## config.mk

```make
export PLATFORM = sky130hd
export DESIGN_NAME = sgr_color_parameter_decoder_unit_flat
export DESIGN_NICKNAME = d
export VERILOG_FILES = /design/src/sv/sgrcpd_pkg.sv /design/src/sv/sgrcpd_ifs.sv /design/src/sv/sgrcpd_step.sv /design/src/sv/sgr_color_parameter_decoder_unit.sv /design/src/flat_wrapper.sv
export SDC_FILE = /design/constraint.sdc
export NUM_CORES = 1
export LEC_CHECK = 0
export ABC_AREA = 1
export BUFFER_PORTS_ARGS = -buffer_cell sky130_fd_sc_hd__buf_2
export CAP_MARGIN = 20
export CELL_PAD_IN_SITES_DETAIL_PLACEMENT = 1
export CELL_PAD_IN_SITES_GLOBAL_PLACEMENT = 1
export CORE_MARGIN = 1.5
export CORE_UTILIZATION = 45
export DETAILED_ROUTE_END_ITERATION = 10
export GPL_ROUTABILITY_DRIVEN = 1
export PLACE_DENSITY_LB_ADDON = 0.1
export SLEW_MARGIN = 0
export SYNTH_ARGS = -nofsm -noshare
export SYNTH_HDL_FRONTEND = slang
export SYNTH_SLANG_ARGS = --single-unit
export TNS_END_PERCENT = 50
```

## constraint.sdc

```tcl
create_clock -name clk -period 11.4 [get_ports clk]
set_clock_uncertainty 0.05 [all_clocks]
set_input_delay 0.57 -clock clk [delete_from_list [all_inputs] [get_ports clk]]
set_output_delay 0.57 -clock clk [all_outputs]
set_load 0.005 [all_outputs]
```

## src/sv/sgrcpd_pkg.sv

```systemverilog
// Shared types, constants and color functions of the SGR color parameter decoder.
`default_nettype none

package sgrcpd_pkg;

  typedef enum logic [2:0] {
    PH_FIRST,
    PH_VERSION,
    PH_IDX256,
    PH_RED,
    PH_GREEN,
    PH_BLUE,
    PH_DONE
  } phase_t;

  typedef enum logic [1:0] {
    TGT_NONE,
    TGT_FORE,
    TGT_BACK,
    TGT_BOTH
  } target_t;

  typedef enum logic [1:0] {
    OC_PEND,
    OC_RGB,
    OC_DEF,
    OC_KEEP
  } outcome_t;

  typedef enum logic [1:0] {
    ST_OK,
    ST_ERR_CONT,
    ST_ERR_STOP
  } status_t;

  localparam logic [7:0] CODE_DEFAULT = 8'd0;
  localparam logic [7:0] CODE_FG_EXT  = 8'd38;
  localparam logic [7:0] CODE_BG_EXT  = 8'd48;
  localparam logic [7:0] CODE_FG_LO   = 8'd30;
  localparam logic [7:0] CODE_BG_LO   = 8'd40;
  localparam logic [7:0] CODE_FGB_LO  = 8'd90;
  localparam logic [7:0] CODE_BGB_LO  = 8'd100;
  localparam logic [7:0] VER_IDX256   = 8'd5;
  localparam logic [7:0] VER_RGB      = 8'd2;
  localparam logic [7:0] GRAY_START   = 8'd232;
  localparam logic [7:0] CUBE_START   = 8'd16;
  localparam logic [7:0] BRIGHT_START = 8'd8;
  localparam logic [7:0] CUBE_PLANE   = 8'd36;
  localparam logic [7:0] CUBE_ROW     = 8'd6;
  localparam logic [7:0] GRAY_STEP    = 8'd10;
  localparam logic [7:0] GRAY_BASE    = 8'd8;

  localparam logic [23:0] NORMAL_PAL [8] = '{
    24'h010101, 24'hDE382B, 24'h39B54A, 24'hFFC706,
    24'h006FB8, 24'h762671, 24'h2CB5E9, 24'hCCCCCC
  };

  localparam logic [23:0] BRIGHT_PAL [8] = '{
    24'h808080, 24'hFF0000, 24'h00FF00, 24'hFFFF00,
    24'h0000FF, 24'hFF00FF, 24'h00FFFF, 24'hFFFFFF
  };

  localparam logic [7:0] CUBE_LEVEL [6] = '{
    8'd0, 8'd95, 8'd135, 8'd175, 8'd215, 8'd255
  };

  typedef struct packed {
    logic [7:0] param_value;
    logic       param_empty;
    logic       param_malformed;
  } item_t;

  typedef struct packed {
    phase_t      phase;
    target_t     target;
    logic [23:0] rgb;
    logic        triple_valid;
  } state_t;

  typedef struct packed {
    status_t    status;
    logic       finished;
    outcome_t   outcome;
    target_t    position;
    logic [7:0] red;
    logic [7:0] green;
    logic [7:0] blue;
  } res_t;

  // Splits a cube offset (0 to 215) into its three level digits by compares and subtraction.
  function automatic logic [23:0] cube_rgb(input logic [7:0] c);
    logic [2:0] r;
    logic [2:0] g;
    logic [2:0] b;
    logic [7:0] rem;
    r = 3'd0;
    for (int k = 1; k < 6; k++) begin
      if (c >= 8'(k * 36)) begin
        r = 3'(k);
      end
    end
    rem = c - 8'(8'(r) * CUBE_PLANE);
    g = 3'd0;
    for (int k = 1; k < 6; k++) begin
      if (rem >= 8'(k * 6)) begin
        g = 3'(k);
      end
    end
    b = 3'(rem - 8'(8'(g) * CUBE_ROW));
    return {CUBE_LEVEL[r], CUBE_LEVEL[g], CUBE_LEVEL[b]};
  endfunction

  // Resolves an xterm 256-color index to RGB.
  function automatic logic [23:0] idx256_rgb(input logic [7:0] v);
    logic [7:0] gray;
    gray = 8'(8'(v - GRAY_START) * GRAY_STEP) + GRAY_BASE;
    if (v < BRIGHT_START) begin
      return NORMAL_PAL[v[2:0]];
    end else if (v < CUBE_START) begin
      return BRIGHT_PAL[v[2:0]];
    end else if (v >= GRAY_START) begin
      return {gray, gray, gray};
    end else begin
      return cube_rgb(v - CUBE_START);
    end
  endfunction

endpackage

`default_nettype wire

```

## src/sv/sgrcpd_ifs.sv

```systemverilog
// Request and result channel interfaces of the SGR color parameter decoder.
`default_nettype none

interface sgrcpd_in_if;
  logic       valid;
  logic       ready;
  logic [7:0] param_value;
  logic       param_empty;
  logic       param_malformed;

  modport source (output valid, param_value, param_empty, param_malformed, input ready);
  modport sink (input valid, param_value, param_empty, param_malformed, output ready);
endinterface

interface sgrcpd_out_if;
  logic       valid;
  logic       ready;
  logic [1:0] status;
  logic       finished;
  logic [1:0] outcome;
  logic [1:0] position;
  logic [7:0] red;
  logic [7:0] green;
  logic [7:0] blue;

  modport source (output valid, status, finished, outcome, position, red, green, blue,
                  input ready);
  modport sink (input valid, status, finished, outcome, position, red, green, blue,
                output ready);
endinterface

`default_nettype wire

```

## src/sv/sgrcpd_step.sv

```systemverilog
// Next-state and result logic for one SGR parameter.
`default_nettype none

module sgrcpd_step
  import sgrcpd_pkg::*;
(
  input  state_t cur,
  input  item_t  item,
  output state_t nxt,
  output res_t   res
);

  logic [7:0] v;
  logic       empty;
  logic       bad;
  logic       last;
  logic       tv;
  status_t    st;
  logic       fin;
  outcome_t   oc;

  assign v     = item.param_value;
  assign empty = item.param_empty;
  assign bad   = item.param_malformed;
  assign last  = (cur.phase == PH_BLUE);
  assign tv    = cur.triple_valid & ~empty;

  always_comb begin
    nxt = cur;
    st  = ST_OK;
    fin = 1'b0;
    oc  = OC_PEND;
    unique case (cur.phase) inside
      PH_VERSION: begin
        nxt.phase = PH_DONE;
        if (empty) begin
          st = ST_ERR_CONT; fin = 1'b1; oc = OC_KEEP;
        end else if (bad) begin
          st = ST_ERR_STOP; fin = 1'b1; oc = OC_KEEP;
        end else if (v == VER_IDX256) begin
          nxt.phase = PH_IDX256;
        end else if (v == VER_RGB) begin
          nxt.phase = PH_RED;
        end else begin
          st = ST_ERR_CONT; fin = 1'b1; oc = OC_KEEP;
        end
      end
      PH_IDX256: begin
        nxt.phase = PH_DONE;
        fin = 1'b1;
        if (empty) begin
          st = ST_ERR_CONT; oc = OC_KEEP;
        end else if (bad) begin
          st = ST_ERR_STOP; oc = OC_KEEP;
        end else begin
          nxt.rgb = idx256_rgb(v);
          oc = OC_RGB;
        end
      end
      PH_RED, PH_GREEN, PH_BLUE: begin
        nxt.triple_valid = tv;
        if (cur.phase == PH_RED) begin
          nxt.phase = PH_GREEN;
        end else if (cur.phase == PH_GREEN) begin
          nxt.phase = PH_BLUE;
        end else begin
          nxt.phase = PH_DONE;
        end
        if (!tv) begin
          st  = ST_ERR_CONT;
          fin = last;
          oc  = last ? OC_KEEP : OC_PEND;
        end else if (bad) begin
          nxt.phase = PH_DONE;
          st = ST_ERR_STOP; fin = 1'b1; oc = OC_KEEP;
        end else begin
          if (cur.phase == PH_RED) begin
            nxt.rgb[23:16] = v;
          end else if (cur.phase == PH_GREEN) begin
            nxt.rgb[15:8] = v;
          end else begin
            nxt.rgb[7:0] = v;
          end
          fin = last;
          oc  = last ? OC_RGB : OC_PEND;
        end
      end
      default: begin
        nxt.rgb          = 24'd0;
        nxt.triple_valid = 1'b1;
        fin              = 1'b1;
        nxt.phase        = PH_DONE;
        if (empty || (!bad && v == CODE_DEFAULT)) begin
          nxt.target = TGT_BOTH;
          oc = OC_DEF;
        end else if (bad) begin
          nxt.target = TGT_NONE;
          st = ST_ERR_STOP; oc = OC_KEEP;
        end else if (v == CODE_FG_EXT || v == CODE_BG_EXT) begin
          nxt.target = (v == CODE_FG_EXT) ? TGT_FORE : TGT_BACK;
          nxt.phase  = PH_VERSION;
          fin = 1'b0;
        end else if (v >= CODE_FG_LO && v < CODE_FG_LO + 8'd8) begin
          nxt.target = TGT_FORE;
          nxt.rgb = NORMAL_PAL[3'(v - CODE_FG_LO)];
          oc = OC_RGB;
        end else if (v >= CODE_BG_LO && v < CODE_BG_LO + 8'd8) begin
          nxt.target = TGT_BACK;
          nxt.rgb = NORMAL_PAL[3'(v - CODE_BG_LO)];
          oc = OC_RGB;
        end else if (v >= CODE_FGB_LO && v < CODE_FGB_LO + 8'd8) begin
          nxt.target = TGT_FORE;
          nxt.rgb = BRIGHT_PAL[3'(v - CODE_FGB_LO)];
          oc = OC_RGB;
        end else if (v >= CODE_BGB_LO && v < CODE_BGB_LO + 8'd8) begin
          nxt.target = TGT_BACK;
          nxt.rgb = BRIGHT_PAL[3'(v - CODE_BGB_LO)];
          oc = OC_RGB;
        end else begin
          nxt.target = TGT_NONE;
          nxt.phase  = PH_FIRST;
          st = ST_ERR_CONT; fin = 1'b0;
        end
      end
    endcase
  end

  always_comb begin
    res.status   = st;
    res.finished = fin;
    res.outcome  = oc;
    res.position = nxt.target;
    res.red      = (oc == OC_RGB) ? nxt.rgb[23:16] : 8'd0;
    res.green    = (oc == OC_RGB) ? nxt.rgb[15:8]  : 8'd0;
    res.blue     = (oc == OC_RGB) ? nxt.rgb[7:0]   : 8'd0;
  end

endmodule

`default_nettype wire

```

## src/sv/sgr_color_parameter_decoder_unit.sv

```systemverilog
// Top level of the SGR color parameter decoder: input register, decode step, result register.
//
//   channel | direction | contents
//   in_bus  | sink      | param_value, param_empty, param_malformed
//   out_bus | source    | status, finished, outcome, position, red, green, blue
//
// Unless the result stalls, one request is taken per cycle and passes both registers in turn.
// The decode state advances when a request moves from the input register to the result register.
// Reset is synchronous and returns the parser to waiting for a first parameter.
// While the result is stalled, the input register still takes one more request.
`default_nettype none

module sgr_color_parameter_decoder_unit
  import sgrcpd_pkg::*;
(
  input  wire logic    clk,
  input  wire logic    rst_n,
  sgrcpd_in_if.sink    in_bus,
  sgrcpd_out_if.source out_bus
);

  logic   s1_vld_r;
  item_t  s1_item_r;
  state_t state_r;
  state_t state_nxt;
  res_t   res_nxt;
  logic   out_vld_r;
  res_t   out_res_r;
  logic   advance;
  logic   in_take;

  assign advance      = s1_vld_r & (~out_vld_r | out_bus.ready);
  assign in_bus.ready = rst_n & (~s1_vld_r | advance);
  assign in_take      = in_bus.valid & in_bus.ready;

  sgrcpd_step u_step (
    .cur  (state_r),
    .item (s1_item_r),
    .nxt  (state_nxt),
    .res  (res_nxt)
  );

  always_ff @(posedge clk) begin
    if (!rst_n) begin
      s1_vld_r               <= 1'b0;
      out_vld_r              <= 1'b0;
      state_r.phase          <= PH_FIRST;
      state_r.target         <= TGT_NONE;
      state_r.rgb            <= 24'd0;
      state_r.triple_valid   <= 1'b1;
    end else begin
      if (in_take) begin
        s1_vld_r <= 1'b1;
      end else if (advance) begin
        s1_vld_r <= 1'b0;
      end
      if (advance) begin
        out_vld_r <= 1'b1;
        state_r   <= state_nxt;
      end else if (out_bus.ready) begin
        out_vld_r <= 1'b0;
      end
    end
  end

  always_ff @(posedge clk) begin
    if (in_take) begin
      s1_item_r.param_value     <= in_bus.param_value;
      s1_item_r.param_empty     <= in_bus.param_empty;
      s1_item_r.param_malformed <= in_bus.param_malformed;
    end
    if (advance) begin
      out_res_r <= res_nxt;
    end
  end

  assign out_bus.valid    = out_vld_r;
  assign out_bus.status   = out_res_r.status;
  assign out_bus.finished = out_res_r.finished;
  assign out_bus.outcome  = out_res_r.outcome;
  assign out_bus.position = out_res_r.position;
  assign out_bus.red      = out_res_r.red;
  assign out_bus.green    = out_res_r.green;
  assign out_bus.blue     = out_res_r.blue;

endmodule

`default_nettype wire

```

## src/flat_wrapper.sv

```systemverilog
// flat-port wrapper written by rule: the top's interface ports become plain ports
module sgr_color_parameter_decoder_unit_flat import sgrcpd_pkg::*;
  (clk, rst_n, in_bus_valid, in_bus_param_value, in_bus_param_empty, in_bus_param_malformed, in_bus_ready, out_bus_valid, out_bus_status, out_bus_finished, out_bus_outcome, out_bus_position, out_bus_red, out_bus_green, out_bus_blue, out_bus_ready);
  sgrcpd_in_if in_bus_i ();
  sgrcpd_out_if out_bus_i ();
  input  wire logic clk;
  input  wire logic rst_n;
  input wire logic [$bits(in_bus_i.valid)-1:0] in_bus_valid;
  input wire logic [$bits(in_bus_i.param_value)-1:0] in_bus_param_value;
  input wire logic [$bits(in_bus_i.param_empty)-1:0] in_bus_param_empty;
  input wire logic [$bits(in_bus_i.param_malformed)-1:0] in_bus_param_malformed;
  output wire logic [$bits(in_bus_i.ready)-1:0] in_bus_ready;
  output wire logic [$bits(out_bus_i.valid)-1:0] out_bus_valid;
  output wire logic [$bits(out_bus_i.status)-1:0] out_bus_status;
  output wire logic [$bits(out_bus_i.finished)-1:0] out_bus_finished;
  output wire logic [$bits(out_bus_i.outcome)-1:0] out_bus_outcome;
  output wire logic [$bits(out_bus_i.position)-1:0] out_bus_position;
  output wire logic [$bits(out_bus_i.red)-1:0] out_bus_red;
  output wire logic [$bits(out_bus_i.green)-1:0] out_bus_green;
  output wire logic [$bits(out_bus_i.blue)-1:0] out_bus_blue;
  input wire logic [$bits(out_bus_i.ready)-1:0] out_bus_ready;
  assign in_bus_i.valid = in_bus_valid;
  assign in_bus_i.param_value = in_bus_param_value;
  assign in_bus_i.param_empty = in_bus_param_empty;
  assign in_bus_i.param_malformed = in_bus_param_malformed;
  assign in_bus_ready = in_bus_i.ready;
  assign out_bus_valid = out_bus_i.valid;
  assign out_bus_status = out_bus_i.status;
  assign out_bus_finished = out_bus_i.finished;
  assign out_bus_outcome = out_bus_i.outcome;
  assign out_bus_position = out_bus_i.position;
  assign out_bus_red = out_bus_i.red;
  assign out_bus_green = out_bus_i.green;
  assign out_bus_blue = out_bus_i.blue;
  assign out_bus_i.ready = out_bus_ready;
  sgr_color_parameter_decoder_unit u_core (.clk(clk), .rst_n(rst_n), .in_bus(in_bus_i), .out_bus(out_bus_i));
endmodule
```

==> impl_results.md <==
- Final slew viol count: 0
- # resized after CTS: 0
- Worst-path clk slew: 0.06 ns
- Initial DRC count: 606
- Hold Crit Start: in_bus_param_value[3]
- NumNets Final: about 1000
- Crit Path Category: reg2reg
- HP Class: in2reg
- Static Leak: 3.57 nW
- Die area: 15000 µm²
- Status: finished, final reports clean
- Worst endpoint required time: about 11 ns
- Critical-path top delay cell: edfxtp_1
- Reg2reg start: u_core.s1_item_r[5]
- Syn. warnings: 0
- Vias: around 6800
- Cell mode on critical path: nand2_1
- CP Max Fanout: 11
- Max stage delay on crit path: between 0.7 and 0.8 ns
- Syn Nets: 1022
- Crit share post-route: 0.483
- TritonCTS clock tree: yes
- Fin worst setup slack: 5.89 ns
- Avg Inst Size Synth: 6.64 µm²
- Total track usage: 0.324
- RSZ-0062 raised after global routing: false
- Crit path launch type: flop
- Share of layout cells above drive strength 1: 0.124
- Ports: 47
- Least-Margin Pin Slew: roughly 1.1 ns
- First-pass GRT wire length: roughly 37000 µm
- Routed wire per std cell: between 15 and 20 µm
- Clk sink count: 73
- Fmax: 0.182 GHz
- H-tree Lvls: 3
- Initial Util: 0.462
- Antenna diodes: 0
- Yosys reg bits: 73
- GP Congestion: slightly below 1
- Setup TNS: 0 ns
- RR Endpoint: u_core.out_bus.blue[2]
- Port Buffers: 46
- Hold Path End: u_core.s1_item_r[5]
- Clk root buf: clkbuf_16
- Crit path DAT: around 5.6 ns
- Detailed Route WL: around 23000 µm
- Place WS: roughly 5.9 ns
- Mapped Cells: 966
- Hold buffers post-CTS: 0
- Number of global-route vias before repair: 6860
- R2R Setup Slk: slightly below 6 ns
- TritonCTS Buffers: 9
- Drt via density: between 5 and 6
- Std cell rows: 43
- Max_slew headroom: 0.298
- Final Hold Vio Count: 0
- VDD IR max: about 0.00010 V
- Layout area overhead: 9.16%
- Pin count of the biggest net entering global routing: 44
- Minimum clock period: approximately 5.5 ns
- Fraction of the yosys area taken by sequential cells: 0.292
- FF-to-FF path depth: 30
- Synth Cell Area: 6420 µm²
- Die W: ~120 µm
- Core Region: 13900 µm²
- Post-synth EDFFs: roughly 40
- DRC viols: 0
- DPL Wire Length: about 18000 µm
- Synth Flop Type: edfxtp_1
- Height of the chip: ~120 µm
- Final Cell Area: between 7000 and 8000 µm²
- DRT Pass-1 Iters: 5
- Power density over cell area: between 100 and 150 nW/µm²
- Crit path capture type: flop
- Ys async rst share: 0
- Placed Area: 6730 µm²
- Hold depth: 1
- Overall power: about 0.80 mW
- CTS max path bufs: 2
- Clk_lat worst skew: 0.35 ns
- Setup bufs post-CTS: 0
- Max_cap viols: 0
- GRT overflow: 0
- DRT antenna net count: 0
- Distinct cells, synth: 57
- Final setup violating endpoints: 0
- Initial antenna violation count: 0
==> registers in the layout (all words and copies together) (netlist names), 2 cells and up <==
name and cells:
u_core.out_bus.position 2, u_core.out_bus.status 2, u_core.out_bus.outcome 2, u_core.out_bus.blue 8, u_core.s1_item_r 10, u_core.state_r 30, u_core.out_bus.green 8, u_core.out_bus.red 8
==> metrics by stage <==
stage                     utilization  hold slack, ns  cells
after floorplan                     -           0.401    966
after global placement          0.485           0.413   1162
after detailed placement        0.485           0.419   1162
after CTS                       0.505           0.338   1178
after global routing            0.505           0.340   1178
final                           0.505           0.344   1178
==> cell type report <==
| class | instances | area, µm² |
|---|---|---|
| Sequential cell | 73 | 1870 |
| Timing Repair Buffer | 51 | 268 |
| Clock buffer | 10 | 239 |
| Inverter | 159 | 599 |
| Clock inverter | 6 | 37.5 |
| Tap cell | 180 | 225 |
| Fill cell | 1892 | 6870 |
| Multi-Input combinational cell | 699 | 3770 |
==> cells in the mapped netlist, types with 3 or more instances <==
library cell / count / area (µm²)
o211ai_1: 10 / 75.1
a21oi_1: 64 / 320
nand3b_1: 4 / 30.0
buf_2: 7 / 35.0
xor2_1: 4 / 35.0
edfxtp_1: 41 / 1230
nand3_2: 3 / 30.0
o31ai_1: 4 / 30.0
nand2_2: 9 / 56.3
buf_4: 3 / 22.5
nand4_1: 12 / 75.1
nand3_1: 77 / 385
buf_1: 4 / 15.0
o21ai_0: 51 / 255
o32ai_1: 5 / 43.8
nand2_1: 214 / 803
buf_6: 4 / 45.0
inv_2: 21 / 78.8
nor2_1: 112 / 420
ha_1: 40 / 500
clkbuf_1: 17 / 63.8
nor3_2: 3 / 30.0
a22oi_1: 6 / 45.0
nor3_1: 9 / 45.0
dfxtp_1: 32 / 641
xnor2_1: 3 / 26.3
o22ai_1: 4 / 25.0
a31oi_1: 3 / 18.8
o21ai_1: 12 / 60.1
nor2_2: 7 / 43.8
a32oi_1: 11 / 96.3
inv_1: 135 / 507
==> worst max-delay path: cells and delay by family, from the launching register on <==
kind / cells / cell delay (ns)
AND/OR/NAND/NOR: 19 / 2.21
adder cells (fa/ha/maj): 3 / 1.05
buffers and inverters: 5 / 0.74
flip-flops: 1 / 0.71
XOR/XNOR: 2 / 0.39
AO/OA/AOI/OAI: 1 / 0.11
==> worst max-delay path by stage <==
| stage | startpoint | end | slack (ns) |
|---|---|---|---|
| final | u_core.s1_item_r[5] | u_core.out_bus.blue[2] | 5.89 |
| after global routing | u_core.s1_item_r[5] | u_core.out_bus.blue[2] | 5.42 |
| after CTS | u_core.s1_item_r[5] | u_core.out_bus.blue[2] | 5.86 |
| after detailed placement | u_core.s1_item_r[5] | u_core.out_bus.blue[2] | 5.89 |
| after global placement | u_core.s1_item_r[5] | u_core.out_bus.blue[2] | 6.11 |
| after floorplan | u_core.s1_item_r[4] | u_core.out_bus.blue[2] | 6.61 |
==> routing by layer <==
layer | up-vias | wire length [µm] | global-route usage
met3 | 59 | 1600 | 0.0446
met5 | - | 0 | 0
met2 | 264 | 10600 | 0.517
li1 | 3237 | - | -
met1 | 3254 | 10200 | 0.432
met4 | 0 | 1080 | 0.155
==> power breakdown <==
group	switching (mW)	total, mW	internal [mW]
clock network	0.113	0.266	0.153
logic	0.159	0.228	0.0687
registers	0.0116	0.306	0.295
==> layout by cell type (no fill, tap or decap), types with 3 or more instances in the layout <==
master     count
inv_2         22
o21ai_1       12
nor2_1       112
o32ai_1        5
nor2_2         7
o31ai_1        4
a21oi_1       64
o22ai_1        4
nand4_1       12
nand3b_1       4
nor3_2         3
dfxtp_1       32
ha_1          40
buf_4          5
xor2_1         4
o211ai_1      10
nand3_2        3
nand2_2        9
nor3_1         9
clkbuf_16      9
nand3_1       77
a22oi_1        6
nand2_1      214
inv_1        134
o21ai_0       51
edfxtp_1      41
inv_4          4
a32oi_1       11
a31oi_1        3
buf_2         46
xnor2_1        3
==> cells by family after synthesis <==
| kind of cell | Yosys count | synth area share |
|---|---|---|
| xor gates and xnor gates | 7 | 0.00955 |
| adders and majority gates | 42 | 0.0842 |
| and+or+nand+nor | 460 | 0.313 |
| AOI/OAI and AO/OA | 190 | 0.180 |
| buffers and inverters | 194 | 0.122 |
| DFF | 73 | 0.292 |
No activity file was read; power rests on OpenSTA's default activity.
